--- src/rtl/tower_pulse_timing_classifier_macros.svh ---
// Assertion helpers shared by the classifier RTL.
// Both expect signals named clk and rst_n in the calling scope.
`ifndef TOWER_PULSE_TIMING_CLASSIFIER_MACROS_SVH
`define TOWER_PULSE_TIMING_CLASSIFIER_MACROS_SVH

// Same-cycle implication, checked out of reset.
`define TPT_ASSERT_IMP(lbl, ante, cons, msg) \
  lbl: assert property (@(posedge clk) disable iff (!rst_n) (ante) |-> (cons)) \
    else $error(msg);

// Next-cycle implication, checked out of reset.
`define TPT_ASSERT_NXT(lbl, ante, cons, msg) \
  lbl: assert property (@(posedge clk) disable iff (!rst_n) (ante) |=> (cons)) \
    else $error(msg);

`endif

--- src/rtl/tpt_pkg.sv ---
`default_nettype none

package tpt_pkg;

  // Sample and counter geometry
  localparam int SAMPLE_BITS = 10;
  localparam int NUM_SLICES  = 5;
  localparam int MAX_TOWERS  = 8192;
  localparam int CNT_W       = $clog2(MAX_TOWERS);
  localparam int CUT_W       = 13;
  localparam int CMP_W       = (CNT_W > CUT_W) ? CNT_W : CUT_W;
  localparam int TOTAL_W     = 16;
  localparam int SLICE_W     = 3;
  localparam int CFG_AW      = 3;
  localparam int CFG_DW      = (CUT_W > SAMPLE_BITS) ? CUT_W : SAMPLE_BITS;

  localparam logic [CNT_W-1:0]   CNT_MAX   = CNT_W'(MAX_TOWERS - 1);
  localparam logic [TOTAL_W-1:0] TOTAL_MAX = '1;

  // Signed arithmetic for the quality check
  localparam int QW = SAMPLE_BITS + 6;
  typedef logic signed [QW-1:0] qval_t;
  localparam qval_t PEDESTAL = qval_t'(32);
  localparam qval_t K_THREE  = qval_t'(3);
  localparam qval_t K_FIVE   = qval_t'(5);
  localparam qval_t K_EIGHT  = qval_t'(8);

  // Reset values of the configuration registers
  localparam logic [SAMPLE_BITS-1:0] RST_LOW_THR   = SAMPLE_BITS'(70);
  localparam logic [CUT_W-1:0]       RST_MAX_MIS   = CUT_W'(4);
  localparam logic [CUT_W-1:0]       RST_MAX_BAD_E = CUT_W'(4);
  localparam logic [CUT_W-1:0]       RST_MAX_BAD_L = CUT_W'(4);
  localparam logic [CUT_W-1:0]       RST_MIN_GOOD_L = CUT_W'(2);
  localparam logic [CUT_W-1:0]       RST_MAX_GOOD_E = CUT_W'(2);

  localparam logic [SLICE_W-1:0] SLICE_EARLY = SLICE_W'(2);
  localparam logic [SLICE_W-1:0] SLICE_LATE  = SLICE_W'(3);

  typedef logic [SAMPLE_BITS-1:0] sample_t;

  typedef enum logic [2:0] {
    CAT_LOW       = 3'd0,
    CAT_SATURATED = 3'd1,
    CAT_MISPLACED = 3'd2,
    CAT_GOOD_S2   = 3'd3,
    CAT_BAD_S2    = 3'd4,
    CAT_GOOD_S3   = 3'd5,
    CAT_BAD_S3    = 3'd6
  } cat_t;

  typedef enum logic [CFG_AW-1:0] {
    REG_LOW_THR    = 3'd0,
    REG_MAX_MIS    = 3'd1,
    REG_MAX_BAD_E  = 3'd2,
    REG_MAX_BAD_L  = 3'd3,
    REG_MIN_GOOD_L = 3'd4,
    REG_MAX_GOOD_E = 3'd5
  } reg_idx_t;

  typedef struct packed {
    sample_t sample_0;
    sample_t sample_1;
    sample_t sample_2;
    sample_t sample_3;
    sample_t sample_4;
    logic    last_tower;
  } in_data_t;

  typedef struct packed {
    cat_t                 category;
    logic [SLICE_W-1:0]   peak_slice;
    logic                 event_done;
    logic                 event_accept;
    logic [TOTAL_W-1:0]   selected_total;
  } out_data_t;

  // Classifier verdict for one tower
  typedef struct packed {
    cat_t               cat;
    logic [SLICE_W-1:0] peak;
  } cls_t;

  // Event cut thresholds
  typedef struct packed {
    logic [CUT_W-1:0] max_mis;
    logic [CUT_W-1:0] max_bad_e;
    logic [CUT_W-1:0] max_bad_l;
    logic [CUT_W-1:0] min_good_l;
    logic [CUT_W-1:0] max_good_e;
  } cuts_t;

  // Event outcome for the tower being retired
  typedef struct packed {
    logic               done;
    logic               accept;
    logic [TOTAL_W-1:0] total;
  } evt_t;

endpackage

`default_nettype wire

--- src/rtl/tower_pulse_timing_classifier.sv ---
// Pipeline: input register, then result register, between input transfer and result transfer.
// Throughput: one tower per cycle while out_stall is low, set by the single classify pass.
// A result waiting on out_stall blocks the next input transfer only once stage 1 also holds a tower.
// Reset (rst_n low, synchronous): pipeline empties, event counters and the accepted
// event count clear, configuration registers return to their defaults.
`default_nettype none

`include "tower_pulse_timing_classifier_macros.svh"

module tower_pulse_timing_classifier
  import tpt_pkg::*;
(
  input  logic              clk,
  input  logic              rst_n,
  input  logic              in_valid,
  output logic              in_stall,
  input  in_data_t          in_data,
  output logic              out_valid,
  input  logic              out_stall,
  output out_data_t         out_data,
  input  logic              cfg_we,
  input  logic [CFG_AW-1:0] cfg_addr,
  input  logic [CFG_DW-1:0] cfg_wdata
);

  logic                   s1_valid_r;
  in_data_t               s1_data_r;
  logic                   out_valid_r;
  out_data_t              out_data_r;
  logic [SAMPLE_BITS-1:0] thr_r;
  cuts_t                  cuts_r;
  logic                   adv, in_xfer, move;
  cls_t                   cls;
  evt_t                   evt;

  // Pipeline flow control
  assign adv      = !out_valid_r || !out_stall;
  assign in_stall = s1_valid_r && !adv;
  assign in_xfer  = in_valid && !in_stall;
  assign move     = s1_valid_r && adv;

  assign out_valid = out_valid_r;
  assign out_data  = out_data_r;

  // Configuration registers
  always_ff @(posedge clk) begin
    if (!rst_n) begin
      thr_r             <= RST_LOW_THR;
      cuts_r.max_mis    <= RST_MAX_MIS;
      cuts_r.max_bad_e  <= RST_MAX_BAD_E;
      cuts_r.max_bad_l  <= RST_MAX_BAD_L;
      cuts_r.min_good_l <= RST_MIN_GOOD_L;
      cuts_r.max_good_e <= RST_MAX_GOOD_E;
    end else if (cfg_we) begin
      unique case (cfg_addr)
        REG_LOW_THR:    thr_r             <= cfg_wdata[SAMPLE_BITS-1:0];
        REG_MAX_MIS:    cuts_r.max_mis    <= cfg_wdata[CUT_W-1:0];
        REG_MAX_BAD_E:  cuts_r.max_bad_e  <= cfg_wdata[CUT_W-1:0];
        REG_MAX_BAD_L:  cuts_r.max_bad_l  <= cfg_wdata[CUT_W-1:0];
        REG_MIN_GOOD_L: cuts_r.min_good_l <= cfg_wdata[CUT_W-1:0];
        REG_MAX_GOOD_E: cuts_r.max_good_e <= cfg_wdata[CUT_W-1:0];
        default: ;
      endcase
    end
  end

  // Valid bits
  always_ff @(posedge clk) begin
    if (!rst_n) begin
      s1_valid_r  <= 1'b0;
      out_valid_r <= 1'b0;
    end else begin
      if (in_xfer) s1_valid_r <= 1'b1;
      else if (adv) s1_valid_r <= 1'b0;
      if (adv) out_valid_r <= s1_valid_r;
    end
  end

  // Payload registers
  always_ff @(posedge clk) begin
    if (in_xfer) s1_data_r <= in_data;
    if (move) begin
      out_data_r.category       <= cls.cat;
      out_data_r.peak_slice     <= cls.peak;
      out_data_r.event_done     <= evt.done;
      out_data_r.event_accept   <= evt.accept;
      out_data_r.selected_total <= evt.total;
    end
  end

  tpt_classify u_classify (
    .item    (s1_data_r),
    .low_thr (thr_r),
    .cls     (cls)
  );

  tpt_event u_event (
    .clk   (clk),
    .rst_n (rst_n),
    .upd   (move),
    .cls   (cls),
    .last  (s1_data_r.last_tower),
    .cuts  (cuts_r),
    .evt   (evt)
  );

  `TPT_ASSERT_IMP(a_accept_done, out_valid_r, !out_data_r.event_accept || out_data_r.event_done, "accept without event done")
  `TPT_ASSERT_IMP(a_no_stall_empty, !out_valid_r, !in_stall, "input stalled with empty result register")

endmodule

`default_nettype wire

--- src/rtl/tpt_classify.sv ---
`default_nettype none

module tpt_classify
  import tpt_pkg::*;
(
  input  in_data_t                 item,
  input  logic [SAMPLE_BITS-1:0]   low_thr,
  output cls_t                     cls
);

  sample_t            smp [NUM_SLICES];
  sample_t            mx;
  logic [SLICE_W-1:0] pk;
  sample_t            a, b, c;
  qval_t              as, bs, cs;
  qval_t              d, diff, n, e;
  logic               tim_ok, wid_ok, good;

  assign smp[0] = item.sample_0;
  assign smp[1] = item.sample_1;
  assign smp[2] = item.sample_2;
  assign smp[3] = item.sample_3;
  assign smp[4] = item.sample_4;

  // First maximum: later slices win only when strictly larger
  always_comb begin
    mx = smp[0];
    pk = '0;
    for (int i = 1; i < NUM_SLICES; i++) begin
      if (smp[i] > mx) begin
        mx = smp[i];
        pk = SLICE_W'(i);
      end
    end
  end

  // Samples around the peak; only peaks in slices 2 and 3 are ever used
  assign a = (pk == SLICE_EARLY) ? smp[1] : smp[2];
  assign b = (pk == SLICE_EARLY) ? smp[2] : smp[3];
  assign c = (pk == SLICE_EARLY) ? smp[3] : smp[4];

  assign as = $signed(QW'(a));
  assign bs = $signed(QW'(b));
  assign cs = $signed(QW'(c));

  assign d    = as + cs - (bs <<< 1);
  assign diff = as - cs;
  assign n    = as + cs - (PEDESTAL <<< 1);
  assign e    = bs - PEDESTAL;

  // Timing in [0, 0.3]; flat top passes
  always_comb begin
    tim_ok = 1'b1;
    if (d > 0) begin
      if (diff < 0 || diff * K_FIVE > d * K_THREE) tim_ok = 1'b0;
    end else if (d < 0) begin
      if (diff > 0 || diff * K_FIVE < d * K_THREE) tim_ok = 1'b0;
    end
  end

  // Width in [1.0, 1.6]; at the pole only n == 0 passes
  always_comb begin
    wid_ok = 1'b1;
    if (e > 0) begin
      if (n < e || n * K_FIVE > e * K_EIGHT) wid_ok = 1'b0;
    end else if (e < 0) begin
      if (n > e || n * K_FIVE < e * K_EIGHT) wid_ok = 1'b0;
    end else begin
      if (n != 0) wid_ok = 1'b0;
    end
  end

  assign good = tim_ok && wid_ok;

  // Category: low first, then saturated, then by peak slice
  always_comb begin
    cls.peak = pk;
    if (mx < low_thr) begin
      cls.cat = CAT_LOW;
    end else if (mx == '1) begin
      cls.cat = CAT_SATURATED;
    end else if (pk == SLICE_EARLY) begin
      cls.cat = good ? CAT_GOOD_S2 : CAT_BAD_S2;
    end else if (pk == SLICE_LATE) begin
      cls.cat = good ? CAT_GOOD_S3 : CAT_BAD_S3;
    end else begin
      cls.cat = CAT_MISPLACED;
    end
  end

endmodule

`default_nettype wire

--- src/rtl/tpt_event.sv ---
`default_nettype none

`include "tower_pulse_timing_classifier_macros.svh"

module tpt_event
  import tpt_pkg::*;
(
  input  logic  clk,
  input  logic  rst_n,
  input  logic  upd,
  input  cls_t  cls,
  input  logic  last,
  input  cuts_t cuts,
  output evt_t  evt
);

  logic [CNT_W-1:0]   mis_r, bad_e_r, good_e_r, bad_l_r, good_l_r;
  logic [CNT_W-1:0]   mis_nxt, bad_e_nxt, good_e_nxt, bad_l_nxt, good_l_nxt;
  logic [TOTAL_W-1:0] acc_r, acc_nxt;
  logic               pass;

  function automatic logic [CNT_W-1:0] bump(input logic [CNT_W-1:0] v, input logic hit);
    bump = (hit && v != CNT_MAX) ? v + 1'b1 : v;
  endfunction

  // Counts including this tower
  assign mis_nxt    = bump(mis_r,    cls.cat == CAT_MISPLACED);
  assign good_e_nxt = bump(good_e_r, cls.cat == CAT_GOOD_S2);
  assign bad_e_nxt  = bump(bad_e_r,  cls.cat == CAT_BAD_S2);
  assign good_l_nxt = bump(good_l_r, cls.cat == CAT_GOOD_S3);
  assign bad_l_nxt  = bump(bad_l_r,  cls.cat == CAT_BAD_S3);

  // Event cuts
  assign pass = (CMP_W'(mis_nxt)    <= CMP_W'(cuts.max_mis))
             && (CMP_W'(bad_e_nxt)  <= CMP_W'(cuts.max_bad_e))
             && (CMP_W'(bad_l_nxt)  <= CMP_W'(cuts.max_bad_l))
             && (CMP_W'(good_l_nxt) >= CMP_W'(cuts.min_good_l))
             && (CMP_W'(good_e_nxt) <= CMP_W'(cuts.max_good_e));

  assign acc_nxt = (last && pass && acc_r != TOTAL_MAX) ? acc_r + 1'b1 : acc_r;

  assign evt.done   = last;
  assign evt.accept = last && pass;
  assign evt.total  = acc_nxt;

  // Counter update on each retired tower; last tower clears the event
  always_ff @(posedge clk) begin
    if (!rst_n) begin
      mis_r    <= '0;
      bad_e_r  <= '0;
      good_e_r <= '0;
      bad_l_r  <= '0;
      good_l_r <= '0;
      acc_r    <= '0;
    end else if (upd) begin
      acc_r <= acc_nxt;
      if (last) begin
        mis_r    <= '0;
        bad_e_r  <= '0;
        good_e_r <= '0;
        bad_l_r  <= '0;
        good_l_r <= '0;
      end else begin
        mis_r    <= mis_nxt;
        bad_e_r  <= bad_e_nxt;
        good_e_r <= good_e_nxt;
        bad_l_r  <= bad_l_nxt;
        good_l_r <= good_l_nxt;
      end
    end
  end

  `TPT_ASSERT_NXT(a_evt_clear, upd && last, mis_r == '0 && bad_e_r == '0 && good_e_r == '0 && bad_l_r == '0 && good_l_r == '0, "event counters not cleared after last tower")
  `TPT_ASSERT_IMP(a_acc_mono, $past(rst_n), acc_r >= $past(acc_r), "accepted event count went down")

endmodule

`default_nettype wire

--- config.mk ---
export PLATFORM = sky130hd
export DESIGN_NAME = tower_pulse_timing_classifier
export DESIGN_NICKNAME = d
export VERILOG_FILES = /design/src/rtl/tpt_pkg.sv /design/src/rtl/tower_pulse_timing_classifier.sv /design/src/rtl/tpt_classify.sv /design/src/rtl/tpt_event.sv
export VERILOG_INCLUDE_DIRS = /design/src /design/src/rtl
export SDC_FILE = /design/constraint.sdc
export NUM_CORES = 1
export LEC_CHECK = 0
export ABC_AREA = 1
export BUFFER_PORTS_ARGS = -buffer_cell sky130_fd_sc_hd__clkbuf_2
export CAP_MARGIN = 20
export CELL_PAD_IN_SITES_DETAIL_PLACEMENT = 0
export CELL_PAD_IN_SITES_GLOBAL_PLACEMENT = 1
export CORE_MARGIN = 3
export CORE_UTILIZATION = 47
export CTS_CLUSTER_SIZE = 30
export DETAILED_ROUTE_END_ITERATION = 7
export HOLD_SLACK_MARGIN = 0.12
export PLACE_DENSITY_LB_ADDON = 0.1
export SYNTH_ARGS = -nofsm -noshare
export SYNTH_HDL_FRONTEND = slang
export SYNTH_SLANG_ARGS = --single-unit
export TNS_END_PERCENT = 20
--- constraint.sdc ---
create_clock -name clk -period 45.3 [get_ports clk]
set_input_delay 9.06 -clock clk [delete_from_list [all_inputs] [get_ports clk]]
set_output_delay 9.06 -clock clk [all_outputs]
set_load 0.005 [all_outputs]
== Word-level counts from Yosys, hierarchy flattened ==
Cells that the tools add are included.

* Bits in registers: 233
* Bits of input ports: 72
* Output and inout port bits: 26
* Word-level logic and storage cells: 152

* Add/subtract/negate cells: 11
* $mul: 3
* Order comparisons: 22
* Equality and inequality tests: 19
* Multiplexer cells: 39
* Reductions and logical operators: 33

{| class="wikitable"
|+ Operators by type and width
! cell !! count
|-
| 13-bit 2-to-1 mux || 10
|-
| 10-bit 2-to-1 mux || 7
|-
| 13-bit by 1-bit adder with 13-bit output (second input constant) || 5
|-
| 13-bit inequality test (second input constant) || 5
|-
| 13-bit less-or-equal comparator || 4
|-
| 10-bit > comparator || 4
|-
| 32-bit nonzero test || 1
|-
| 11-bit by 1-bit > comparator with 1-bit output (second input constant) || 2
|-
| 11-bit by 1-bit less-than comparator with 1-bit output (second input constant) || 2
|-
| 3-bit by 2-bit equality test with 1-bit output (second input constant) || 6
|-
| 3-bit 2-to-1 mux || 6
|-
| 16-bit by 1-bit adder with 16-bit output (second input constant) || 1
|-
| 16-bit by 1-bit > comparator with 1-bit output (second input constant) || 1
|-
| 16-bit by 11-bit > comparator with 1-bit output || 1
|-
| 16-bit by 14-bit > comparator with 1-bit output || 1
|-
| 16-bit > comparator || 1
|-
| 16-bit by 1-bit less-than comparator with 1-bit output (second input constant) || 1
|-
| 16-bit by 11-bit less-than comparator with 1-bit output || 1
|-
| 16-bit by 14-bit less-than comparator with 1-bit output || 1
|-
| 16-bit less-than comparator || 1
|-
| 16-bit by 3-bit multiplier with 16-bit output (second input constant) || 1
|-
| 16-bit by 4-bit multiplier with 16-bit output (second input constant) || 1
|-
| 16-bit 2-to-1 mux || 1
|-
| 16-bit inequality test (second input constant) || 1
|-
| 19 further kinds || 62
|}

== Depth between registers and ports, before layout ==
* Depth in word-level cells: 35
* Mapped depth: 118
* Gate-level depth less buffers: 111

== Hierarchy ==
From an unflattened synthesis, not the netlist that was laid out.

* Cell total of the unflattened synthesis: 2,707
* Area, all modules: 19,177.1 um2

{| class="wikitable"
|+ Modules (own cells, without submodules)
! module !! times used !! cells an instance !! area an instance (um2) !! seq. area each (um2)
|-
| tpt_event || 1 || 1,188 || 7,314.5 || 1,621.6
|-
| tpt_classify || 1 || 1,000 || 6,541.3 || 0.0
|-
| tower_pulse_timing_classifier || 1 || 519 || 5,321.4 || 3,793.6
|}

== Worst setup path after synthesis ==
No wires, ideal clock.

* Kind: input-to-output
* Start point: input port out_stall
* End point: output port in_stall
* Arrival time: 9.258 ns
* Data required time: 36.240 ns
* Path slack: 26.982 ns
* Cell stages on the path: 2
* Path buffers: 0
* Cells stage by stage: nand2_1 -> nor2_1

* Cells in the longest elaborated chain, start to end: 4

{| class="wikitable"
|+ RTL lines
! element !! line !! RTL
|-
| start, declared || tower_pulse_timing_classifier.sv:19 || <nowiki>input logic out_stall,</nowiki>
|-
| 1-bit zero test || tower_pulse_timing_classifier.sv:37 || <nowiki>assign adv = !out_valid_r || !out_stall;</nowiki>
|-
| 1-bit logical OR || tower_pulse_timing_classifier.sv:37 ||
|-
| 1-bit zero test || tower_pulse_timing_classifier.sv:38 || <nowiki>assign in_stall = s1_valid_r && !adv;</nowiki>
|-
| 1-bit logical AND || tower_pulse_timing_classifier.sv:38 ||
|-
| end, declared || tower_pulse_timing_classifier.sv:16 || <nowiki>output logic in_stall,</nowiki>
|}

Every way passes these cells.

== Final worst setup path ==
Same ends and word-level chain as after synthesis.

==> impl_metrics.py <==
metrics = {
    "drt": {
        "drtIter0Drc": 802,
        "routed-via-count": 16431,
        "first_pass_iters": 5,
        "wirelength_um": 47900,
        "detail_route.wl_per_cell_um": 15.2,
        "drtAntennaViolNets": 0,
        "drc": 0,
        "vias_per_cell": 5.21,
    },
    "final_layout": {
        "nets": 2957,
        "layout-area-overhead-vs-synth_pct": 9.86,
        "diodes": 0,
        "final_util_pct": 53.0,
        "fin_area_um2": 20800,
        "drive_gt1_share_pct": 9.30,
    },
    "floorplanning": {
        "num_rows": 72,
        "die_x_um": 207,
        "die_h_um": 207,
        "core_um2": 39200,
        "io_pins": 98,
        "start_util_pct": 48.2,
        "die_area_um2": 42600,
    },
    "logic_synthesis": {
        "syn_nets": 2897,
        "yosysSeqAreaShare_pct": 28.7,
        "ys_ff_latch": 233,
        "synth_ff_type": "dfxtp_1",
        "synthTopCellsByArea": "ha_1 (18%), dfxtp_1 (17%), edfxtp_1 (12%)",
        "synth_top_area_cell": "ha_1",
        "synthDistinctLibCells": 56,
        "synth_edf_count": 75,
        "avgSynthCellArea_um2": 7.41,
        "syn_inst": 2551,
        "netlist.area_leader.share_pct": 17.7,
        "ys_warn_count": 0,
        "syn_area_um2": 18900,
        "postSynth.asyncResetShare_pct": 0,
    },
    "global_routing": {
        "grt_pass1_wl_um": 78000,
        "gr-total-overflow": 0,
        "gr-usage-all-layers_pct": 22.5,
        "grt_max_degree": 79,
        "grt_pass1_vias": 15671,
        "antenna_found_initial": 0,
    },
    "setup_path": {
        "worstPathArrival_ns": 9.45,
        "critPathRequiredTime_ns": 36.24,
        "start_kind": "primary input",
        "critPathMaxFanout": 3,
        "crit_type": "primary input to output port",
        "cp-end-kind": "output port",
    },
    "placed_design": {
        "numPortBuffers": 97,
        "dpl_worst_slack_ns": 26.78,
        "dp_hpwl_um": 36500,
        "place_congestion": 0.841,
        "place_area_um2": 19700,
    },
    "timing": {
        "clock_skew_ns": 0.0115,
        "finalCritPeriodShare_pct": 40.9,
        "hold_violations": 0,
        "fin_setup_tns_ns": 0,
        "fmax_mhz": 54.0,
        "period_minus_slack_ns": 18.51,
        "relSlewSlack_pct": 42.9,
        "grt_setup_unrepaired": "no",
        "finalSetupViolations": 0,
        "maxSlewViolCount": 0,
        "tightestPinTransition_ns": 0.855,
        "worst_slack_ns": 26.79,
    },
    "cts": {
        "cts_root_buf": "clkbuf_16",
        "clock_sinks": 233,
        "postCtsResizedCells": 0,
        "cts_tree": "done",
        "clkLatencyLatePin_ns": 0.56,
        "ctsLongestPathBuffers": 3,
        "cts.clk_slew.worst_paths_ns": 0.05,
        "h-tree-depth": 1,
        "cts_buffers": 29,
        "cts_setup_buffers": 0,
        "cts_hold_repair.buffers": 0,
    },
    "worst_hold_path": {
        "hold_class": "register to register",
    },
    "run_status": {
        "status": "finished, final reports clean",
    },
    "flow_run": {
        "maxCapViolCount": 0,
    },
}
-- final timing paths --
kind | start | to | slack, ns | cells past startpoint
setup / recovery | out_stall | in_stall | 26.79 | 4
hold / removal | cuts_r[35] | cuts_r[35] | 0.46 | 2
setup reg to reg | s1_data_r[36] | u_event.acc_r[15] | 27.37 | 99
hold reg to reg | cuts_r[35] | cuts_r[35] | 0.46 | 2
-- sequential cells by signal, indices dropped and copies added (netlist names) --
signal            count
s1_valid_r            1
thr_r                10
u_event.bad_e_r      13
s1_data_r            51
u_event.bad_l_r      13
u_event.acc_r        16
u_event.good_l_r     13
cuts_r               65
u_event.good_e_r     13
out_valid             1
u_event.mis_r        13
out_data             24
-- routing by layer --
layer  global-route usage [%]  up-vias  share of wire (%)
met4                     3.66        0                1.3
li1                         -     8598                  -
met1                     33.3     7504                 51
met5                        0        -                  0
met3                     2.27       46                3.8
met2                     36.0      283                 44
-- stage by stage --
step / hold WS, ns / std cells
5_1_grt: 0.487 / 3152
6_report: 0.462 / 3152
3_5_place_dp: 0.454 / 3097
4_1_cts: 0.466 / 3151
3_3_place_gp: 0.447 / 3097
2_1_floorplan: 0.435 / 2551
-- layout make-up --
cell class / count / area [µm²]
Timing Repair Buffer: 107 / 568
Tap cell: 518 / 648
Sequential cell: 233 / 5420
Multi-Input combinational cell: 1815 / 11500
Fill cell: 3891 / 18400
Inverter: 425 / 1600
Clock inverter: 16 / 184
Clock buffer: 38 / 821
-- Yosys cell counts, drive strengths merged (5+ instances only) --
cell type / count
nand2: 495
inv: 425
ha: 268
a21oi: 229
o21ai: 188
dfxtp: 158
nand3: 142
nor2: 136
xor2: 99
edfxtp: 75
nand4: 56
clkbuf: 55
nor3: 53
buf: 23
xnor2: 22
o211ai: 20
o21a: 13
o21bai: 13
nor4: 12
and2: 11
a211oi: 10
a21o: 9
fa: 6
a31oi: 5
-- kinds of logic (layout without fill, tap and decap cells) --
logic type | after synthesis | in the layout | share of synthesized area [%]
AO/OA/AOI/OAI | 506 | 506 | 15.0
flip-flops | 233 | 233 | 28.7
buffers and inverters | 503 | 586 | 10.4
XOR/XNOR | 121 | 121 | 5.65
AND/OR/NAND/NOR | 914 | 914 | 21.9
adder cells (fa/ha/maj) | 274 | 274 | 18.4
-- worst max-delay path, stage by stage --
cell,delay (ns)
clkbuf_2,0.07
nand2_1,0.07
nor2_1,0.12
clkbuf_2,0.13
-- cells in the final DEF (no fill, tap or decap), types with 8 or more instances in the layout --
cell type    n
nand2_1    461
inv_1      415
ha_1       268
a21oi_1    227
dfxtp_1    158
o21ai_0    146
nand3_1    133
nor2_1     122
xor2_1      98
clkbuf_2    97
edfxtp_1    75
nand4_1     54
nor3_1      53
nand2_2     30
clkbuf_16   30
o21ai_1     27
xnor2_1     22
o211ai_1    19
o21ai_2     15
o21bai_1    13
o21a_1      13
nor4_1      12
and2_1      11
inv_2       10
a211oi_1    10
a21o_1       9
buf_4        9
nor2_4       8
nand3_2      8
Power is not shown: default switching activity piles up to over one toggle a cycle in this logic, so the estimate is an artifact.
